### src/hw/rtl/sidec_pkg.sv
// Package for the signed integer to decimal ASCII converter.
// Holds widths, character codes, the sequencer state type and a digit-count helper.
// No dependencies.
`timescale 1ns / 1ps

package sidec_pkg;

    // Default width of the input integer
    localparam int VALUE_BITS_DEF = 32;

    // Result character width and codes
    localparam int          CHAR_W      = 6;
    localparam logic [5:0]  ASCII_ZERO  = 6'd48;
    localparam logic [5:0]  ASCII_MINUS = 6'd45;

    // Sequencer states
    typedef enum logic [1:0] {
        ST_IDLE,
        ST_CONV,
        ST_SIGN,
        ST_DIGIT
    } sidec_state_t;

    // Upper bound on decimal digits of a magnitude of up to 'bits' bits
    // (floor(bits * log10(2)) + 1)
    function automatic int num_digits(input int bits);
        return (bits * 30103) / 100000 + 1;
    endfunction

endpackage

### src/hw/rtl/signed_int_to_decimal_ascii.sv
// Top level: converts a two's complement integer to its decimal ASCII text.
// Shift-and-add-3 (double dabble) converter under a small sequencer.
// Depends on sidec_pkg.
`timescale 1ns / 1ps

// Channel  | Dir | Handshake          | Payload
// ---------+-----+--------------------+---------------------------------------
// s_       | in  | s_tvalid/s_tready  | s_tdata: value (VALUE_BITS, signed)
// m_       | out | m_tvalid/m_tready  | m_tdata: character (6 bits), m_tlast: last
//
// One item: an accept, then the conversion, one bit per cycle through the shared
// add-3/shift unit, then the characters out one at a time: the digits, plus one
// for a minus sign.
// s_tready is high only while the sequencer is idle.
// A stalled m_tready holds the output register and pauses character emission.
// aresetn is synchronous, active low, and clears the sequencer and m_tvalid.

module signed_int_to_decimal_ascii #(
    parameter int VALUE_BITS = sidec_pkg::VALUE_BITS_DEF
) (
    input  logic                                aclk,
    input  logic                                aresetn,
    // s_tdata: [VALUE_BITS-1:0] value, rest zero fill to whole bytes
    input  logic [((VALUE_BITS+7)/8)*8-1:0]     s_tdata,
    input  logic                                s_tvalid,
    output logic                                s_tready,
    // m_tdata: [5:0] character, [7:6] zero
    output logic [7:0]                          m_tdata,
    output logic                                m_tlast,
    output logic                                m_tvalid,
    input  logic                                m_tready
);
    import sidec_pkg::*;

    localparam int DIGITS = num_digits(VALUE_BITS);
    localparam int IDX_W  = $clog2(DIGITS + 1);
    localparam int DIG_IW = (DIGITS > 1) ? $clog2(DIGITS) : 1;
    localparam int CNT_W  = $clog2(VALUE_BITS);

    // Sequencer and datapath registers
    sidec_state_t                   state_reg, state_next;
    logic [VALUE_BITS-1:0]          mag_reg, mag_next;
    logic [DIGITS-1:0][3:0]         bcd_reg, bcd_next;
    logic [IDX_W-1:0]               idx_reg, idx_next;
    logic [CNT_W-1:0]               cnt_reg, cnt_next;
    logic                           neg_reg, neg_next;

    // Output register
    logic                           ovld_reg, ovld_next;
    logic [CHAR_W-1:0]              ochar_reg, ochar_next;
    logic                           olast_reg, olast_next;

    // Combinational helpers
    logic [VALUE_BITS-1:0]          in_value;
    logic [DIGITS-1:0][3:0]         bcd_adj;
    logic [DIGITS*4-1:0]            bcd_shift;
    logic [IDX_W-1:0]               rd_idx;
    logic [3:0]                     shift_digit;
    logic [3:0]                     emit_digit;
    logic [IDX_W-1:0]               ndig;
    logic                           out_free;

    assign in_value = s_tdata[VALUE_BITS-1:0];
    assign out_free = !ovld_reg || m_tready;

    // Shared unit: add 3 to each digit of 5 or more, then shift in the next bit
    // (the top digit never reaches 8, so its high bit drops out unused)
    always_comb begin
        for (int d = 0; d < DIGITS; d++) begin
            bcd_adj[d] = (bcd_reg[d] >= 4'd5) ? bcd_reg[d] + 4'd3 : bcd_reg[d];
        end
        bcd_shift = {bcd_adj[DIGITS-1][2:0], bcd_adj[DIGITS-2:0],
                     mag_reg[VALUE_BITS-1]};
    end

    // Single digit read port: next-value digit while converting, stored digit on emit
    assign rd_idx = (state_reg == ST_CONV) ? idx_reg : idx_reg - IDX_W'(1);

    always_comb begin
        shift_digit = 4'd0;
        emit_digit  = 4'd0;
        if (rd_idx < IDX_W'(DIGITS)) begin
            shift_digit = bcd_shift[4*rd_idx[DIG_IW-1:0] +: 4];
            emit_digit  = bcd_reg[rd_idx[DIG_IW-1:0]];
        end
    end

    // Significant digit count grows by at most one per shift
    assign ndig = (idx_reg < IDX_W'(DIGITS) && shift_digit != 4'd0)
                  ? idx_reg + IDX_W'(1) : idx_reg;

    // State register and datapath
    always_ff @(posedge aclk) begin
        if (!aresetn) begin
            state_reg <= ST_IDLE;
            ovld_reg  <= 1'b0;
        end else begin
            state_reg <= state_next;
            ovld_reg  <= ovld_next;
        end
        mag_reg   <= mag_next;
        bcd_reg   <= bcd_next;
        idx_reg   <= idx_next;
        cnt_reg   <= cnt_next;
        neg_reg   <= neg_next;
        ochar_reg <= ochar_next;
        olast_reg <= olast_next;
    end

    // Next state and outputs
    always_comb begin
        state_next = state_reg;
        mag_next   = mag_reg;
        bcd_next   = bcd_reg;
        idx_next   = idx_reg;
        cnt_next   = cnt_reg;
        neg_next   = neg_reg;
        ovld_next  = ovld_reg && !m_tready;
        ochar_next = ochar_reg;
        olast_next = olast_reg;
        s_tready   = 1'b0;

        case (state_reg)
            ST_IDLE: begin
                s_tready = 1'b1;
                if (s_tvalid) begin
                    neg_next   = in_value[VALUE_BITS-1];
                    mag_next   = in_value[VALUE_BITS-1] ? (~in_value + 1'b1) : in_value;
                    bcd_next   = '0;
                    idx_next   = '0;
                    cnt_next   = CNT_W'(VALUE_BITS - 1);
                    state_next = ST_CONV;
                end
            end
            ST_CONV: begin
                bcd_next = bcd_shift;
                mag_next = {mag_reg[VALUE_BITS-2:0], 1'b0};
                idx_next = ndig;
                cnt_next = cnt_reg - CNT_W'(1);
                if (cnt_reg == '0) begin
                    // Zero still prints one digit
                    if (ndig == '0) begin
                        idx_next = IDX_W'(1);
                    end
                    state_next = neg_reg ? ST_SIGN : ST_DIGIT;
                end
            end
            ST_SIGN: begin
                if (out_free) begin
                    ovld_next  = 1'b1;
                    ochar_next = ASCII_MINUS;
                    olast_next = 1'b0;
                    state_next = ST_DIGIT;
                end
            end
            ST_DIGIT: begin
                if (out_free) begin
                    ovld_next  = 1'b1;
                    ochar_next = ASCII_ZERO + {2'b00, emit_digit};
                    olast_next = (idx_reg == IDX_W'(1));
                    idx_next   = idx_reg - IDX_W'(1);
                    if (idx_reg == IDX_W'(1)) begin
                        state_next = ST_IDLE;
                    end
                end
            end
            default: begin
                state_next = ST_IDLE;
            end
        endcase
    end

    assign m_tvalid = ovld_reg;
    assign m_tdata  = {2'b00, ochar_reg};
    assign m_tlast  = olast_reg;

endmodule

### config.mk
export PLATFORM = sky130hd
export DESIGN_NAME = signed_int_to_decimal_ascii
export DESIGN_NICKNAME = d
export VERILOG_FILES = /design/src/hw/rtl/sidec_pkg.sv /design/src/hw/rtl/signed_int_to_decimal_ascii.sv
export SDC_FILE = /design/constraint.sdc
export NUM_CORES = 1
export LEC_CHECK = 0
export BUFFER_PORTS_ARGS = -buffer_cell sky130_fd_sc_hd__buf_2
export CORE_MARGIN = 2
export CORE_UTILIZATION = 60
export CTS_CLUSTER_DIAMETER = 60
export CTS_CLUSTER_SIZE = 30
export DETAILED_ROUTE_END_ITERATION = 8
export GPL_ROUTABILITY_DRIVEN = 0
export PLACE_DENSITY = 0.88
export SYNTH_ARGS = -nofsm -noshare
export SYNTH_HDL_FRONTEND = slang
export SYNTH_SLANG_ARGS = --single-unit
export TNS_END_PERCENT = 100
### constraint.sdc
create_clock -name aclk -period 6.25 [get_ports aclk]
set_clock_uncertainty 0.2 [all_clocks]
set_input_delay 0.9375 -clock aclk [delete_from_list [all_inputs] [get_ports aclk]]
set_output_delay 0.9375 -clock aclk [all_outputs]
set_load 0.01 [all_outputs]
==> flow_results.org <==
** Yosys
- Of the post-synthesis cell area, the part taken by muxes is 5.26%.
- Simple-Gate Fraction of Synth Area :: 16.9%
- Summing the areas of all compound-gate instances in the mapped netlist gives around 17% of the synthesized area.
- After Yosys synthesis, full adders, half adders and majority gates account for 6.11% of the synthesized area.
- Synth warn :: 0
- Dominant combinational cell family by area after synthesis :: simple AND/OR/NAND/NOR gates
- The synthesized netlist devotes under 10% of its cell area to XOR and XNOR gates.
- Counting flops and latches in the post-synthesis netlist gives just over 90.
- In the synthesized netlist the dominant register cell turns out to be edfxtp_1.
- Avg Inst Size Synth :: 9.84 sq um
- Number of distinct library cells after synthesis :: about 60
- In this run the cell area of the synthesized design comes to between 6000 and 7000 sq um.
- Synthesis produced around 620 cells.
- Counting flops with a built-in enable in the synthesized netlist gives 88.
- For this run, asynchronously set or reset flops after synthesis account for 0%.
- After synthesis, flip-flops and latches occupy 44.0% of the total area.

** Detailed routing
- Highest routed metal layer :: met4
- Total length of routed met2 wires :: 6500 um
- Wire length on met1 :: 5390 um
- For this block, the via count after detailed routing is 4,878.
- In the final routed layout, each cell accounts on average for around 17 um.
- TritonRoute pass-1 iters :: 5
- Number of DRC markers in iteration 0 :: 420
- Total detailed-routing wirelength :: 13,300 um
- Via-per-instance ratio :: 6.17
- The detail route stage leaves a number of antenna-violating nets equal to 0.
- After detailed routing, the number of remaining DRC violations is 0.
- Met3 Wirelength :: 978 um

** Global route
- Entering global routing, the biggest net connects 87 pins.
- Global routing used 24.7% of the available tracks across all layers.
- Antenna violations before repair :: 0
- Overflow left after global routing :: 0
- The via count of the first global-routing pass is 4,662.
- The first global-routing pass estimated about 22,000 um of wire.

** Critical path
- Data on the critical path arrives at its endpoint at 3.87 ns.
- CP required :: between 6 and 7 ns
- WS Path Type :: reg -> reg
- For this design, the slowest cell found on the critical path is buf_4.
- In this design, the stage delay of the slowest critical-path cell is about 0.58 ns.
- The worst setup path is captured at a flip-flop.
- Critical path launch point type :: flip-flop
- Together, buffers and inverters on the worst path number 2.
- Walking the worst path, the cells encountered are inv_1, ha_2, buf_4, a21o_1, mux4_2, or3_4, o311ai_4, a21oi_1, o21ai_0, o221ai_2.
- Along the worst path, the maximum fanout reaches 86.
- In this design, the largest share of critical-path delay is due to compound AO/OA/AOI/OAI gates.

** Timing
- Across all hold checks on the routed design, the worst slack comes to around 0.34 ns.
- Worst-Margin Slew :: 1.32 ns
- Final worst-path cycle share :: 63.4%
- Timing would allow up to 0.252 GHz.
- Setup violations remaining at the end of the flow were counted as 0.
- For the finished layout, the period the worst path requires is 3.96 ns.
- Slew headroom :: 11.9%
- Adding up every negative setup slack in the final design gives 0 ns.
- Final Hold Fails :: 0
- Setup repair after global routing missed its margin :: false
- Number of pins exceeding their max-slew limit in the final report :: 0

** Clock network
- TritonCTS built the clock tree.
- # hold bufs at CTS :: 0
- Clk root buf :: clkbuf_8
- Post-cts repair resize count :: 0
- Post-CTS timing repair inserted 0 buffers for setup.
- Num CTS Buffers :: 9
- The clock drives 91 sinks.
- CTS built an H-tree with a depth of 3.
- The clock passes through at most 2 buffers.
- The clock reaches the later pin of the worst-skew pair after approximately 0.38 ns.
- Clock-pin slew was measured on the worst setup and hold paths at ~0.10 ns.

** Pwr
- Leakage power :: 0.00239 uW
- Dividing total power by cell area gives a power density of 579 nW/um^2.
- Across the VDD grid, the largest voltage drop is 0.310 mV.

** Floorplan
- Starting utilization of the core area :: between 60% and 70%
- Total core area :: about 9900 sq um
- I/O pin total :: 47
- From left edge to right edge, the die measures around 110 um.
- The initialized floorplan defines 36 standard-cell rows.
- The die is 105 um tall.
- Die Outline Area :: 11,100 sq um

** Final layout
- Most frequent standard cell in the layout excluding fill and tap cells :: edfxtp_1
- Final layout net count :: approximately 720
- The repair_antennas step left the layout with diodes totalling 0.
- Post-layout instance count excluding filler cells :: 790
- Layout cell share with drive strength beyond 1 :: about an eighth
- Relative to the synthesized area, the layout overhead comes to 7.60%.
- Fraction of the core area covered by cells at the end of the flow :: 67.0%
- Highest-count cells in the layout ignoring fill and taps :: edfxtp_1 (88), nand2_1 (76), o21ai_0 (60)
- Max reg flops :: 40

** Placement
- Number of I/O port buffers :: 43
- Counting tap cells, the placed design contains a total of 774 instances.
- The wire-length estimate of the detail-placed layout is 9410 um.

** Worst hold path
- Tightest Hold Check Type :: reg -> reg

** Run status
- Status :: complete, no violations

** Flow run
- Number of maximum-capacitance violations :: 0
layer usage:
layer / global-route usage (%) / vias to the layer above
met3: 5.18 / 43
met1: 31.1 / 2281
met4: 9.90 / 0
met2: 41.5 / 230
li1: - / 2324
met5: 0 / -
kinds of logic (layout without fill, tap and decap cells):
family	Yosys count	after routing
AO/OA/AOI/OAI	162	162
XOR/XNOR	45	45
adder cells (fa/ha/maj)	30	30
buffers and inverters	64	96
flip-flops	91	91
multiplexers	22	22
other	2	3
AND/OR/NAND/NOR	208	208
synthesized netlist by cell type (3+ instances only):
library cell | number | area [sq um]
a31oi_1 | 4 | 25.0
buf_4 | 4 | 30.0
buf_2 | 7 | 35.0
a21oi_1 | 37 | 185
and2_1 | 9 | 56.3
nor2_1 | 42 | 158
or3_1 | 5 | 31.3
nor3b_1 | 12 | 90.1
nor3_1 | 13 | 65.1
dfxtp_1 | 3 | 60.1
o31ai_1 | 9 | 67.6
o21a_1 | 3 | 22.5
inv_1 | 33 | 124
clkbuf_1 | 19 | 71.3
a311oi_1 | 6 | 52.6
nand2_1 | 76 | 285
nand3_1 | 7 | 35.0
o211ai_1 | 5 | 37.5
mux4_2 | 8 | 180
o21ai_0 | 60 | 300
o41ai_1 | 7 | 61.3
xnor2_1 | 15 | 131
o221ai_1 | 4 | 35.0
a211oi_1 | 11 | 82.6
and3_1 | 4 | 25.0
mux2i_1 | 12 | 120
edfxtp_1 | 88 | 2640
nor2b_1 | 13 | 81.3
ha_1 | 30 | 375
xor2_1 | 30 | 263
nand2b_1 | 12 | 75.1
worst register-to-register path: stages (launching register included):
cell      delay (ns)
dfxtp_1         0.37
inv_1           0.10
ha_2            0.19
buf_4           0.58
a21o_1          0.57
mux4_2          0.59
or3_4           0.36
o311ai_4        0.10
a21oi_1         0.12
o21ai_0         0.36
o221ai_2        0.17
final cells by class:
cell class                      count  area, sq um
Fill cell                         722         3260
Clock buffer                        9          124
Tap cell                          133          166
Clock inverter                      7         53.8
Multi-Input combinational cell    470         3190
Inverter                           33          124
Timing Repair Buffer               47          245
Sequential cell                    91         2700
power breakdown:
part	internal [uW]	total [uW]	leakage [uW]	switching [uW]
Clock	147	373	0.0000887	226
Sequential	1090	1370	0.000871	281
Combinational	827	2080	0.00143	1260
through the flow:
step	area [sq um]	setup slack, ns	total power (uW)
after floorplan	6140	0.537	2910
after global placement	6430	2.56	3270
after detailed placement	6430	2.43	3390
after CTS	6610	2.36	3780
after global routing	6610	2.14	4090
final	6610	2.29	3820
final timing paths:
path | start | end | slack (ns) | cells after the start
worst max-delay path | state_reg[1] | idx_reg[0] | 2.29 | 10
worst min-delay path | mag_reg[25] | mag_reg[26] | 0.34 | 2
worst max register to register | state_reg[1] | idx_reg[0] | 2.29 | 10
worst min register to register | mag_reg[25] | mag_reg[26] | 0.34 | 2
Power figures use the tool's default switching activity.
